--- src/hw/rtl/ucfh_pkg.sv ---
// ----------------------------------------------------------------------------
// ucfh_pkg
// Shared types and codes of the serial command frame handler.
// ----------------------------------------------------------------------------
package ucfh_pkg;

    localparam int PIN_COUNT_DEFAULT    = 16;
    localparam int ADC_CHANNELS_DEFAULT = 8;

    localparam int PAYLOAD_BYTES = 5;
    localparam int QUEUE_DEPTH   = 2;
    localparam int QUEUE_PTR_W   = 1;
    localparam int QUEUE_CNT_W   = 2;

    localparam logic [7:0]  START_A         = 8'h23;
    localparam logic [7:0]  START_B         = 8'h25;
    localparam logic [7:0]  CODE_NOP        = 8'h00;
    localparam logic [7:0]  CODE_SET_PIN    = 8'h0C;
    localparam logic [7:0]  CODE_PONG       = 8'h0D;
    localparam logic [7:0]  CODE_READ_PIN   = 8'h82;
    localparam logic [7:0]  CODE_READ_ADC   = 8'h83;
    localparam logic [7:0]  CODE_PONG_REPLY = 8'h84;
    localparam logic [15:0] DIRECTION_RESET = 16'hE100;

    localparam logic OP_RX  = 1'b0;
    localparam logic OP_ADC = 1'b1;

    typedef enum logic [1:0] {
        SYNC_HUNT,
        SYNC_MARK,
        SYNC_BODY
    } sync_t;

    typedef struct packed {
        logic [PAYLOAD_BYTES-1:0][7:0] payload;
        logic [15:0]                   levels;
        logic [15:0]                   enable;
        logic [15:0]                   count;
    } reply_t;

endpackage

--- src/hw/rtl/ucfh_front.sv ---
// ----------------------------------------------------------------------------
// ucfh_front
// Frame sync, checksum and command dispatch; holds pin, ADC and count state.
// ----------------------------------------------------------------------------
module ucfh_front
    import ucfh_pkg::*;
#(
    parameter int PIN_COUNT    = PIN_COUNT_DEFAULT,
    parameter int ADC_CHANNELS = ADC_CHANNELS_DEFAULT
)
(
    input  logic        clk,
    input  logic        rst_n,
    input  logic        take,
    input  logic        op,
    input  logic [7:0]  rx_byte,
    input  logic [2:0]  adc_channel,
    input  logic [15:0] adc_value,
    input  logic [15:0] pin_levels,
    output logic        push,
    output reply_t      push_entry
);

    localparam int REG_W     = (PIN_COUNT > 16) ? PIN_COUNT : 16;
    localparam int PIN_IDX_W = $clog2(REG_W);
    localparam int ADC_IDX_W = (ADC_CHANNELS > 1) ? $clog2(ADC_CHANNELS) : 1;
    localparam logic [REG_W-1:0] DIR_INIT  = REG_W'(DIRECTION_RESET);
    localparam logic [2:0]       LAST_POS  = 3'(PAYLOAD_BYTES);
    localparam logic [7:0]       SUM_SEED  = 8'(START_A + START_B);

    sync_t             state_reg, state_next;
    logic [2:0]        pos_reg, pos_next;
    logic [7:0]        sum_reg, sum_next;
    logic [7:0]        store_reg [PAYLOAD_BYTES];
    logic [15:0]       adc_reg [ADC_CHANNELS];
    logic [REG_W-1:0]  level_reg, level_next;
    logic [REG_W-1:0]  dir_reg, dir_next;
    logic [15:0]       count_reg, count_next;

    logic              store_we;
    logic              frame_end;
    logic              good;
    logic              count_up;
    logic [7:0]        code;
    logic [7:0]        idx;
    logic              pin_ok;
    logic              adc_ok;
    logic [REG_W-1:0]  pin_mask;
    logic [15:0]       sample;
    logic [7:0]        ch_wide;
    logic [PAYLOAD_BYTES-1:0][7:0] p;

    always_ff @(posedge clk or negedge rst_n)
    begin
        if (!rst_n)
        begin
            state_reg <= SYNC_HUNT;
            pos_reg   <= '0;
            sum_reg   <= '0;
            level_reg <= '0;
            dir_reg   <= DIR_INIT;
            count_reg <= '0;
        end
        else
        begin
            state_reg <= state_next;
            pos_reg   <= pos_next;
            sum_reg   <= sum_next;
            level_reg <= level_next;
            dir_reg   <= dir_next;
            count_reg <= count_next;
        end
    end

    always_ff @(posedge clk)
    begin
        if (store_we)
        begin
            store_reg[pos_reg] <= rx_byte;
        end
    end

    assign ch_wide = {5'b0, adc_channel};

    always_ff @(posedge clk or negedge rst_n)
    begin
        if (!rst_n)
        begin
            for (int i = 0; i < ADC_CHANNELS; i++)
            begin
                adc_reg[i] <= '0;
            end
        end
        else if (take && op == OP_ADC && 32'(adc_channel) < ADC_CHANNELS)
        begin
            adc_reg[ch_wide[ADC_IDX_W-1:0]] <= adc_value;
        end
    end

    always_comb
    begin
        state_next = state_reg;
        pos_next   = pos_reg;
        sum_next   = sum_reg;
        store_we   = 1'b0;
        frame_end  = 1'b0;
        if (take && op == OP_RX)
        begin
            unique case (state_reg)
                SYNC_HUNT:
                begin
                    if (rx_byte == START_A)
                    begin
                        state_next = SYNC_MARK;
                    end
                end
                SYNC_MARK:
                begin
                    if (rx_byte == START_B)
                    begin
                        state_next = SYNC_BODY;
                        pos_next   = '0;
                        sum_next   = SUM_SEED;
                    end
                    else
                    begin
                        state_next = SYNC_HUNT;
                    end
                end
                SYNC_BODY:
                begin
                    if (pos_reg == LAST_POS)
                    begin
                        state_next = SYNC_HUNT;
                        pos_next   = '0;
                        frame_end  = 1'b1;
                    end
                    else
                    begin
                        store_we = 1'b1;
                        sum_next = sum_reg + rx_byte;
                        pos_next = pos_reg + 3'd1;
                    end
                end
                default:
                begin
                    state_next = SYNC_HUNT;
                end
            endcase
        end
    end

    assign code     = store_reg[0];
    assign idx      = store_reg[1];
    assign good     = frame_end && (sum_reg == rx_byte);
    assign pin_ok   = 32'(idx) < PIN_COUNT;
    assign adc_ok   = 32'(idx) < ADC_CHANNELS;
    assign pin_mask = REG_W'(1) << idx[PIN_IDX_W-1:0];
    assign sample   = adc_ok ? adc_reg[idx[ADC_IDX_W-1:0]] : 16'h0000;

    always_comb
    begin
        level_next = level_reg;
        dir_next   = dir_reg;
        push       = 1'b0;
        count_up   = 1'b0;
        for (int i = 0; i < PAYLOAD_BYTES; i++)
        begin
            p[i] = store_reg[i];
        end
        if (good)
        begin
            unique case (code)
                CODE_NOP:
                begin
                    count_up = 1'b1;
                end
                CODE_PONG:
                begin
                    p[0]     = CODE_PONG_REPLY;
                    p[1]     = 8'h50;
                    p[2]     = 8'h4F;
                    p[3]     = 8'h4E;
                    p[4]     = 8'h47;
                    push     = 1'b1;
                    count_up = 1'b1;
                end
                CODE_SET_PIN:
                begin
                    if (pin_ok)
                    begin
                        dir_next   = dir_reg | pin_mask;
                        level_next = (store_reg[2] != 8'h00) ? (level_reg | pin_mask)
                                                             : (level_reg & ~pin_mask);
                        push       = 1'b1;
                        count_up   = 1'b1;
                    end
                end
                CODE_READ_PIN:
                begin
                    if (pin_ok)
                    begin
                        dir_next = dir_reg & ~pin_mask;
                        p[2]     = (idx < 8'd16) ? {7'b0, pin_levels[idx[3:0]]} : 8'h00;
                        p[3]     = 8'h00;
                        p[4]     = 8'h00;
                        push     = 1'b1;
                        count_up = 1'b1;
                    end
                end
                CODE_READ_ADC:
                begin
                    if (adc_ok)
                    begin
                        p[2]     = sample[7:0];
                        p[3]     = sample[15:8];
                        p[4]     = 8'h00;
                        push     = 1'b1;
                        count_up = 1'b1;
                    end
                end
                default:
                begin
                end
            endcase
        end
        count_next = count_reg + 16'(count_up);
    end

    assign push_entry.payload = p;
    assign push_entry.levels  = level_next[15:0];
    assign push_entry.enable  = dir_next[15:0];
    assign push_entry.count   = count_next;

endmodule

--- src/hw/rtl/ucfh_queue.sv ---
// ----------------------------------------------------------------------------
// ucfh_queue
// Short reply queue between the dispatch front and the transmit back.
// ----------------------------------------------------------------------------
module ucfh_queue
    import ucfh_pkg::*;
(
    input  logic   clk,
    input  logic   rst_n,
    input  logic   push,
    input  reply_t push_entry,
    input  logic   pop,
    output reply_t head,
    output logic   valid,
    output logic   full
);

    reply_t                 mem_reg [QUEUE_DEPTH];
    logic [QUEUE_PTR_W-1:0] wr_ptr_reg, rd_ptr_reg;
    logic [QUEUE_CNT_W-1:0] count_reg;

    always_ff @(posedge clk)
    begin
        if (push)
        begin
            mem_reg[wr_ptr_reg] <= push_entry;
        end
    end

    always_ff @(posedge clk or negedge rst_n)
    begin
        if (!rst_n)
        begin
            wr_ptr_reg <= '0;
            rd_ptr_reg <= '0;
            count_reg  <= '0;
        end
        else
        begin
            if (push)
            begin
                wr_ptr_reg <= wr_ptr_reg + 1'b1;
            end
            if (pop)
            begin
                rd_ptr_reg <= rd_ptr_reg + 1'b1;
            end
            count_reg <= count_reg + QUEUE_CNT_W'(push) - QUEUE_CNT_W'(pop);
        end
    end

    assign head  = mem_reg[rd_ptr_reg];
    assign valid = count_reg != '0;
    assign full  = count_reg == QUEUE_CNT_W'(QUEUE_DEPTH);

    a_no_overflow: assert property (@(posedge clk) disable iff (!rst_n)
        !(push && full && !pop))
        else $error("reply queue overflow");

    a_no_underflow: assert property (@(posedge clk) disable iff (!rst_n)
        !(pop && !valid))
        else $error("reply queue underflow");

    a_count_tracks: assert property (@(posedge clk) disable iff (!rst_n)
        (push && !pop) |=> (count_reg == $past(count_reg) + 1'b1))
        else $error("reply queue count lost an entry");

endmodule

--- src/hw/rtl/ucfh_back.sv ---
// ----------------------------------------------------------------------------
// ucfh_back
// Serialises queued replies into eight-byte frames with trailing checksum.
// ----------------------------------------------------------------------------
module ucfh_back
    import ucfh_pkg::*;
(
    input  logic        clk,
    input  logic        rst_n,
    input  logic        q_valid,
    input  reply_t      q_head,
    output logic        q_pop,
    output logic        out_valid,
    input  logic        out_ready,
    output logic [7:0]  tx_byte,
    output logic        tx_last,
    output logic [15:0] drive_levels,
    output logic [15:0] drive_enable,
    output logic [15:0] accepted_frames
);

    localparam logic [2:0] LAST_BYTE = 3'd7;

    logic        out_valid_reg;
    logic        active_reg, active_next;
    logic [2:0]  pos_reg;
    logic [7:0]  sum_reg;
    reply_t      cur_reg;
    logic [7:0]  tx_byte_reg;
    logic        tx_last_reg;
    logic [15:0] levels_reg, enable_reg, count_reg;

    logic        step;
    logic        go;
    reply_t      entry;
    logic [2:0]  p;
    logic [7:0]  byte_sel;
    logic [7:0]  sum_base;

    always_comb
    begin
        step     = !out_valid_reg || out_ready;
        go       = step && (active_reg || q_valid);
        q_pop    = step && !active_reg && q_valid;
        entry    = active_reg ? cur_reg : q_head;
        p        = active_reg ? pos_reg : 3'd0;
        sum_base = active_reg ? sum_reg : 8'h00;
        case (p)
            3'd0:      byte_sel = START_A;
            3'd1:      byte_sel = START_B;
            LAST_BYTE: byte_sel = sum_reg;
            default:   byte_sel = entry.payload[p - 3'd2];
        endcase
        active_next = go ? (p != LAST_BYTE) : active_reg;
    end

    always_ff @(posedge clk or negedge rst_n)
    begin
        if (!rst_n)
        begin
            out_valid_reg <= 1'b0;
            active_reg    <= 1'b0;
            pos_reg       <= '0;
        end
        else
        begin
            if (step)
            begin
                out_valid_reg <= go;
            end
            active_reg <= active_next;
            if (go)
            begin
                pos_reg <= p + 3'd1;
            end
        end
    end

    always_ff @(posedge clk)
    begin
        if (q_pop)
        begin
            cur_reg <= q_head;
        end
        if (go)
        begin
            sum_reg     <= sum_base + byte_sel;
            tx_byte_reg <= byte_sel;
            tx_last_reg <= (p == LAST_BYTE);
            levels_reg  <= entry.levels;
            enable_reg  <= entry.enable;
            count_reg   <= entry.count;
        end
    end

    assign out_valid       = out_valid_reg;
    assign tx_byte         = tx_byte_reg;
    assign tx_last         = tx_last_reg;
    assign drive_levels    = levels_reg;
    assign drive_enable    = enable_reg;
    assign accepted_frames = count_reg;

    a_last_ends_frame: assert property (@(posedge clk) disable iff (!rst_n)
        (go && p == LAST_BYTE) |=> !active_reg)
        else $error("frame continued past its last byte");

    a_pop_only_idle: assert property (@(posedge clk) disable iff (!rst_n)
        q_pop |-> !active_reg)
        else $error("reply taken while a frame is in flight");

    a_hold_on_stall: assert property (@(posedge clk) disable iff (!rst_n)
        (out_valid_reg && !out_ready) |=> ($stable(tx_byte_reg) && $stable(pos_reg)))
        else $error("transmit state moved during a stall");

endmodule

--- src/hw/rtl/uart_command_frame_handler.sv ---
// ----------------------------------------------------------------------------
// uart_command_frame_handler
// Serial command frame handler: sync, dispatch and reply frame transmit.
// ----------------------------------------------------------------------------
// A reply passes through the reply queue and the output byte register.
// Throughput: one input item per cycle; one reply byte per cycle if out_ready.
// The two-entry reply queue sets input stall: in_ready drops while it is full.
// Reset (rst_n low, async) clears sync state, ADC samples, pin levels, the
// frame count and sets pin directions to 0xE100; the frame store is not reset.
// ----------------------------------------------------------------------------
module uart_command_frame_handler
    import ucfh_pkg::*;
#(
    parameter int PIN_COUNT    = PIN_COUNT_DEFAULT,
    parameter int ADC_CHANNELS = ADC_CHANNELS_DEFAULT
)
(
    input  logic        clk,
    input  logic        rst_n,
    input  logic        in_valid,
    output logic        in_ready,
    input  logic        op,
    input  logic [7:0]  rx_byte,
    input  logic [2:0]  adc_channel,
    input  logic [15:0] adc_value,
    input  logic [15:0] pin_levels,
    output logic        out_valid,
    input  logic        out_ready,
    output logic [7:0]  tx_byte,
    output logic        tx_last,
    output logic [15:0] drive_levels,
    output logic [15:0] drive_enable,
    output logic [15:0] accepted_frames
);

    logic   take;
    logic   push;
    reply_t push_entry;
    logic   q_pop;
    reply_t q_head;
    logic   q_valid;
    logic   q_full;

    assign in_ready = !q_full;
    assign take     = in_valid && in_ready;

    ucfh_front #(
        .PIN_COUNT    (PIN_COUNT),
        .ADC_CHANNELS (ADC_CHANNELS)
    ) u_front (
        .clk         (clk),
        .rst_n       (rst_n),
        .take        (take),
        .op          (op),
        .rx_byte     (rx_byte),
        .adc_channel (adc_channel),
        .adc_value   (adc_value),
        .pin_levels  (pin_levels),
        .push        (push),
        .push_entry  (push_entry)
    );

    ucfh_queue u_queue (
        .clk        (clk),
        .rst_n      (rst_n),
        .push       (push),
        .push_entry (push_entry),
        .pop        (q_pop),
        .head       (q_head),
        .valid      (q_valid),
        .full       (q_full)
    );

    ucfh_back u_back (
        .clk             (clk),
        .rst_n           (rst_n),
        .q_valid         (q_valid),
        .q_head          (q_head),
        .q_pop           (q_pop),
        .out_valid       (out_valid),
        .out_ready       (out_ready),
        .tx_byte         (tx_byte),
        .tx_last         (tx_last),
        .drive_levels    (drive_levels),
        .drive_enable    (drive_enable),
        .accepted_frames (accepted_frames)
    );

endmodule

--- config.mk ---
export PLATFORM = sky130hd
export DESIGN_NAME = uart_command_frame_handler
export DESIGN_NICKNAME = d
export VERILOG_FILES = /design/src/hw/rtl/ucfh_pkg.sv /design/src/hw/rtl/ucfh_front.sv /design/src/hw/rtl/ucfh_queue.sv /design/src/hw/rtl/ucfh_back.sv /design/src/hw/rtl/uart_command_frame_handler.sv
export SDC_FILE = /design/constraint.sdc
export NUM_CORES = 1
export LEC_CHECK = 0
export BUFFER_PORTS_ARGS = -buffer_cell sky130_fd_sc_hd__buf_2
export CAP_MARGIN = 20
export CORE_MARGIN = 2
export CORE_UTILIZATION = 50
export CTS_CLUSTER_DIAMETER = 100
export DETAILED_ROUTE_END_ITERATION = 10
export GPL_TIMING_DRIVEN = 1
export PLACE_DENSITY = 0.71
export SYNTH_ARGS = -nofsm -noshare
export SYNTH_HDL_FRONTEND = slang
export SYNTH_SLANG_ARGS = --single-unit
--- constraint.sdc ---
create_clock -name clk -period 14.9 [get_ports clk]
set_input_delay 4.47 -clock clk [delete_from_list [all_inputs] [get_ports clk]]
set_output_delay 4.47 -clock clk [all_outputs]
set_load 0.1 [all_outputs]
# Word-level counts from Yosys, hierarchy flattened
# Memory sizes are Yosys's and may differ from the RTL's.
# Cells that the tools add are included.
# totals
word_cells,159
n_memories,2
output_inout_bits,59
mem_bits_rw,216
latch_bits,0
ff_bits,351
inputBits,48
mem_bits_ro,0
# mem_list
name,depth,word_bits,read_ports,rd_clocked_by_memory_dff,write_ports,line,rtl
u_queue.mem_reg,2,88,1,0,1,ucfh_queue.sv:18,reply_t mem_reg [QUEUE_DEPTH];
u_front.store_reg,5,8,5,0,1,ucfh_front.sv:34,logic [7:0] store_reg [PAYLOAD_BYTES];
# op_classes
n_bitwise,8
reduce_logical,24
n_addsub,10
muxes,54
div,0
n_mul,0
n_eq_ne,18
order_cmp,8
shifts,1
# ops
operator,count
two-way mux 16 bit,11
bitwise mux 128 bit,1
two-way mux 88 bit,1
case mux 24 bit (3 select lines),1
binary-select mux 16 bit (select 3 bit),1
demux 16 bit (select 3 bit),1
two-way mux 24 bit,2
two-way mux 40 bit,1
AND 16 bit,2
two-way mux 8 bit,4
bitwise OR 16 bit,2
case mux 16 bit (2 select lines),1
binary-select mux 8 bit (select 3 bit),1
case mux 8 bit (3 select lines),1
adder 16 x 1 -> 16 bit,1
adder 8 bit,2
"== test 8 x 4 -> 1 bit, second input constant",2
"== test 8 x 6 -> 1 bit, second input constant",2
"== test 8 bit, second input constant",2
"less-than comparator 8 x 5 -> 1 bit, second input constant",2
two-way mux 1 bit,16
NOT 16 bit,1
case mux 8 bit (2 select lines),1
"<< shifter 1 x 4 -> 16 bit, first input constant",1
37 further kinds,63

# Depth between registers and ports, before layout
# Gate-level depths: netlist of the first run.
# logic_depth
word_depth,9
mapped_depth,19
ltp_nobuf,17

# Cells and area by module
# From an unflattened synthesis of the first run, not the netlist that was laid out.
# hier_totals
hier_cells,1418
hier_area_um2,23552.6
# modules_own_cells
mod,cells_per_inst,area_each_um2,seq_area_each_um2,instances
ucfh_front,761,10637.7,5935.7,1
ucfh_queue,289,6581.3,5385.2,1
ucfh_back,366,6323.6,4719.5,1
uart_command_frame_handler,2,10.0,0.0,1

# Least setup slack after synthesis of the first run
# Ideal clock, no wire load.
# synth_path
kind,in2reg
startpoint,input port rx_byte[5]
endpoint,memory u_queue.mem_reg[0][0] (netlist name) (enable)
arrival_ns,11.742
stages,6
t_required_ns,14.257
path_slack_ns,2.515
setup_ns,0.643
n_path_buf,1
cell_sequence,ha_1 nor4_1 nand2_1 or3_1 buf_2 nor3_1
# synth_between
elab_chain_cells,5
# synth_lines
element,line,rtl
"start, declared",uart_command_frame_handler.sv:23,"input logic [7:0] rx_byte,"
== test 8 bit,ucfh_front.sv:155,assign good = frame_end && (sum_reg == rx_byte);
logical AND 1 bit,ucfh_front.sv:155,
two-way mux 1 bit,ucfh_front.sv:171,if (good)
two-way mux 1 bit,ucfh_queue.sv:24,if (push)
two-way mux 1 bit (not written as such),ucfh_queue.sv:26,mem_reg[wr_ptr_reg] <= push_entry;
"end, declared",ucfh_queue.sv:18,
# No other way between the ends.

# Worst setup path after layout of the first run
# layout_path
startpoint,input port rx_byte[5]
endpoint,memory u_queue.mem_reg[1][23] (netlist name) (enable)
# The elaborated chain is that of the path after synthesis.

==> impl_metrics.ini, run 1 <==
[status]
status = finished clean

[worst_setup_path]
cp_slowest_stage_delay_ns = 0.69
path_cells = buf_2 > ha_1 > nor4_1 > nand2_1 > or3_1 > nor2_1 > and2_4 > buf_4
crit_type = in -> reg
crit_fanout = 53
required_ns = 15.14
cp.arrival_ns = 7.61
start_kind = input port
crit_path_top_delay_cell = buf_4
crit_path_end_kind = register

[routing]
dr.first_iter.drc_count = 866
drt_first_pass_iters = 6
postRouteWirelength_um = 45500
drtAntennaViolNets = 0
via_per_inst = 5.65
num_vias = 12400
drt-wirelength-per-cell_um = 20.8
drcViolationCount = 0

[finish]
n_antenna_cell = 0
drive_gt1_share_pct = 35.9
num-nets-final = 1613
synthToLayoutAreaGrowth_pct = 13.7
layout.cells.non_filler = 2192
largest_reg_flops = 176

[cts]
postCtsSetupBuffers = 0
cts_tree = yes
htree_num_levels = 2
clkLatencyLatePin_ns = 0.62
cts.sinks = 567
clk_pin_slew_ns = 0.06
numCtsBuffers = 55
cts_hold_buffers = 0
cts_resized = 0
cts_buffer_depth = 3
clk_root_buffer_cell = clkbuf_16

[timing]
period_share_pct = 49.5
worstMarginPinSlew_ns = 1.10
finalMaxSlewViolations = 0
setup_tns_ns = 0
hold_viol = 0
relSlewSlack_pct = 26.4
rsz0062_at_grt = false
skew_ns = 0.0147
layout_min_cycle_time_ns = 7.37
finalSetupViolCount = 0
fmax_mhz = 136

[synthesis]
synth-seq-cells = 567
yosysTopAreaCell = edfxtp_1
syn-instance-count = 1412
yosysSeqAreaShare_pct = 68.6
synth.area.top_cells = edfxtp_1 47%, dfrtp_1 21%, mux2_2 14%
synth_edf_count = 369
ys_types = 68
yosysWarnings = 0
synth_area_um2 = 23400
yosysTopAreaCellShare_pct = 47.4
ys_async_sr_fraction_pct = 34.9
synthesis.nets = 1487
ys.flop_type = edfxtp_1
synth_area_per_cell_um2 = 16.5

[placement]
gp_congestion = 0.886
dp_cells = 2085
port_buffers = 106
post-dp-hpwl_um = 28600

[power]
power.density_nw_per_um2 = 164
ir_drop_v = 0.000141
p_leak_uw = 0.00926

[floorplanning]
start_util_pct = 50.4
dieArea_um2 = 48500
num_rows = 79
dieHeight_um = 220
core_um2 = 46400
die_w_um = 220
ios = 107

[global_route]
grt_pass1_vias = 12600
antenna_found_initial = 4
grt_max_degree = 114
grtUsageTotal_pct = 19.2
grt_overflow = 0
grt_pass1_wl_um = 71300

[min_path]
hp-class = reg -> reg

[flow_run]
maxCapViolations = 0
==> logic make-up after synthesis <==
group / count (synthesis) / synth area share [%]
compound gates: 140 / 4.10
xor+xnor: 30 / 1.12
fa+ha+maj: 27 / 1.51
buf+inv: 83 / 1.45
flops: 567 / 68.6
mux: 337 / 17.8
simple gates: 228 / 5.35
==> routing by layer <==
layer  global-route usage [%]  part of all wire (%)  wire length [um]
met2                     31.2                    48             21600
met3                     3.62                   5.6              2550
met1                     26.3                    44             20100
met5                        0                  0.10                47
met4                     6.67                   2.6              1190
==> placed cells by master (no fill, tap or decap), drive strengths merged, types with 7 or more instances in the layout <==
master,instances
clkbuf,75
a21oi,24
clkinv,18
a21o,9
dfrtp,194
nor3,14
xor2,7
nand2b,8
nor2b,13
mux2,293
and3,7
xnor2,23
ha,25
buf,129
o2bb2ai,8
a22o,7
mux4,33
and2,15
a22oi,7
bufinv,8
o221ai,7
mux2i,11
nor2,34
nand3,18
nor4,9
inv,22
edfxtp,369
nand2,75
o21ai,39
==> per-stage QoR <==
step                      util [%]  hold slack [ns]  cell area (um^2)  worst slack, ns  power, uW
after floorplan                  -            0.454             23400             2.52       2740
after global placement        53.0            0.479             24600             6.89       2930
after detailed placement      53.1            0.488             24600             6.90       2960
after CTS                     57.2            0.504             26500             7.52       4390
after global routing          57.3            0.512             26600             7.36       4560
final                         57.3            0.502             26600             7.53       4360
==> critical path, delay by kind of cell <==
family / cells / cell delay, ns
adders and majority gates: 1 / 0.37
buffers and inverters: 2 / 0.83
and+or+nand+nor: 5 / 1.91
==> path summary, 6_finish.rpt <==
kind                                                 start                               end  slack [ns]  cells after the start
max                                             rx_byte[5]  u_queue.mem_reg[1][23]$_DFFE_PP_        7.53                      8
min                        u_front.adc_reg[95]$_DFFE_PN0P_   u_front.adc_reg[95]$_DFFE_PN0P_        0.50                      1
max reg2reg                  u_back.active_reg$_DFFE_PN0P_       u_back.sum_reg[7]$_DFFE_PP_       10.34                     14
min reg2reg                u_front.adc_reg[95]$_DFFE_PN0P_   u_front.adc_reg[95]$_DFFE_PN0P_        0.50                      1
max in group asynchronous                            rst_n   u_front.adc_reg[78]$_DFFE_PN0P_        9.74                      3
min in group asynchronous                            rst_n  u_front.adc_reg[122]$_DFFE_PN0P_        3.95                      1
==> cell type report <==
type / instances / area, um^2
well taps: 607 / 759
fillers: 3531 / 19800
flip-flops and latches: 567 / 16000
clock inverters: 30 / 392
clock buffers: 74 / 1480
inverters: 22 / 82.6
multi-input cells: 762 / 7040
repair buffers: 130 / 779
==> where the power goes <==
part,total (uW),leakage (uW),switching [uW],internal (uW)
Combinational,912,0.00299,505,407
Sequential,2010,0.00536,118,1900
Clock,1430,0.000907,591,839
==> synthesized netlist by cell type, drive strengths merged, types with 6 or more instances <==
library cell	n
nand3	18
nor4	9
nor3	14
nand2b	8
a21o	9
o2bb2ai	8
edfxtp	369
buf	27
clkbuf	34
xnor2	23
a21oi	24
and3	7
o221ai	7
mux4	33
a221o	6
o21ai	39
or2	6
inv	20
xor2	7
a22o	7
ha	25
dfrtp	194
nor2	34
nand2	75
nor2b	13
nand3b	6
a221oi	6
a22oi	7
mux2i	11
mux2	293
and2	15
Note: power is estimated with default switching activity, not from simulation.
==> run 2, diff against run 1 <==
clock period = 7.6 ns   (was 14.9 ns; I/O delays follow)
==> run 2 against run 1 <==
Worst setup slack got worse by 5.0 ns. Non-clock buffer count rose by 1. Sequential cell count did not move. Wire length rose by 1.6%. Combinational power rose by 96%. First-iteration DRC count rose by 4.4%. Power rose by 95%. Clock skew rose by 0.0059 ns.
==> impl_metrics.ini, run 2 (synthesized netlist as in run 1, its figures left out) <==
[worst_setup_path]
cp.arrival_ns = 5.32
startpoint = rx_byte[5]
crit_fanout = 42
required_ns = 7.86
start_kind = input port
worst-path-buf-inv = 2
crit_family = simple AND/OR/NAND/NOR gates
crit_path_end_kind = register
crit_type = in -> reg
rr_startpoint = u_back.pos_reg[0]$_DFFE_PN0P_
path_cells = buf_2 > ha_1 > nor4_1 > nand2_1 > or3_1 > nor2_1 > and2_4 > buf_4
cp_slowest_stage_delay_ns = 0.60
crit_path_top_delay_cell = or3_1

[global_route]
grt_overflow = 0
grt_pass1_vias = 12600
antenna_found_initial = 3
grt_pass1_wl_um = 72700
grtUsageTotal_pct = 19.6
grt_max_degree = 96

[routing]
wl_met2_um = 22000
via_per_inst = 5.60
met3_length_um = 2470
dr.first_iter.drc_count = 904
drcViolationCount = 0
drtAntennaViolNets = 0
drt_first_pass_iters = 5
postRouteWirelength_um = 46200
drt-wirelength-per-cell_um = 21.1
num_vias = 12300
route.top_layer_used = met5
wl_met1_um = 20700

[cts]
clk_root_buffer_cell = clkbuf_16
cts_buffer_depth = 3
htree_num_levels = 2
cts_hold_buffers = 0
clk_pin_slew_ns = 0.06
numCtsBuffers = 55
postCtsSetupBuffers = 0
cts.sinks = 567
cts_tree = yes
clkLatencyLatePin_ns = 0.61
cts_resized = 0

[timing]
layout_min_cycle_time_ns = 5.06
rsz0062_at_grt = false
worstMarginPinSlew_ns = 1.08
fmax_mhz = 198
finalMaxSlewViolations = 0
hold_viol = 0
finalSetupViolCount = 0
period_share_pct = 66.6
relSlewSlack_pct = 27.9
skew_ns = 0.0206
fin_ws_ns = 2.54
setup_tns_ns = 0

[finish]
drive_gt1_share_pct = 35.9
num-nets-final = 1614
final_common_cell = edfxtp_1
layout_common_cells = 369 x edfxtp_1, 285 x mux2_2, 193 x dfrtp_1, 105 x buf_2, 75 x nand2_1
largest_reg_flops = 176
synthToLayoutAreaGrowth_pct = 13.8

[floorplanning]
start_util_pct = 50.4
core_um2 = 46400
ios = 107
num_rows = 79
die_w_um = 220
dieArea_um2 = 48500
dieHeight_um = 220

[placement]
post-dp-hpwl_um = 29300
dpl_worst_slack_ns = 1.96
port_buffers = 106
gp_congestion = 0.874

[min_path]
hold_start = u_front.count_reg[15]$_DFF_PN0_
hp-class = reg -> reg

[status]
status = finished clean

[power]
power.density_nw_per_um2 = 320
ir_drop_v = 0.000258
p_leak_uw = 0.00927

[flow_run]
maxCapViolations = 0
## run 2: cell count changes in the layout (fill, tap and decap cells not counted), moves of 2 or more
cell / change
clkinv_1: +4
clkbuf_8: +4
bufinv_16: -3
buf_2: -3
clkbuf_1: -4
buf_4: +2
clkinvlp_2: -4
## run 2: layout make-up
type,count,area (um^2)
clock buffer,76,1550
multi-input combinational,762,7040
timing repair buffer,131,806
sequential,567,16000
fill,3529,19800
antenna,1,2.50
tap,607,759
inverter,22,82.6
clock inverter,28,304
## run 2: report_power, final
group          switching [uW]  internal (uW)  leakage, uW
logic                     996            799      0.00299
clock network            1160           1600     0.000912
registers                 232           3720      0.00536
## run 2: final timing paths
path | endpoint | slack (ns) | depth (start not counted)
max in group asynchronous | u_front.sum_reg[4]$_DFFE_PN0P_ | 4.77 | 3
max | u_queue.mem_reg[1][27]$_DFFE_PP_ | 2.54 | 8
max reg2reg | u_back.sum_reg[7]$_DFFE_PP_ | 3.08 | 14
min in group asynchronous | u_front.adc_reg[67]$_DFFE_PN0P_ | 1.77 | 1
min | u_front.count_reg[15]$_DFF_PN0_ | 0.49 | 1
min reg2reg | u_front.count_reg[15]$_DFF_PN0_ | 0.49 | 1
## run 2: metal layers
metal	vias to the layer above	track usage (%)
li1	5641	-
met1	6213	27.4
met2	344	31.7
met3	78	3.35
met4	2	5.88
met5	-	0
## run 2: metrics by stage
step	total power (uW)	area, um^2	utilization (%)	cells	hold WS, ns
after floorplan	5380	23400	-	1412	0.454
after global placement	5730	24600	53.1	2082	0.477
after detailed placement	5810	24600	53.1	2085	0.485
after CTS	8580	26500	57.1	2189	0.497
after global routing	8900	26600	57.4	2193	0.513
final	8510	26600	57.4	2194	0.494
## run 2: worst reg2reg max path, stage by stage, from the launching register on
cell and delay (ns):
dfrtp_1 0.59, clkinv_1 0.35, nor2_1 0.34, inv_1 0.08, ha_1 0.25, a211o_1 0.23, o21a_1 0.29, a221oi_1 0.50
a221o_1 0.23, ha_1 0.24, a21o_1 0.18, a21oi_1 0.21, o21ai_0 0.18, o41ai_1 0.46, xor2_1 0.12
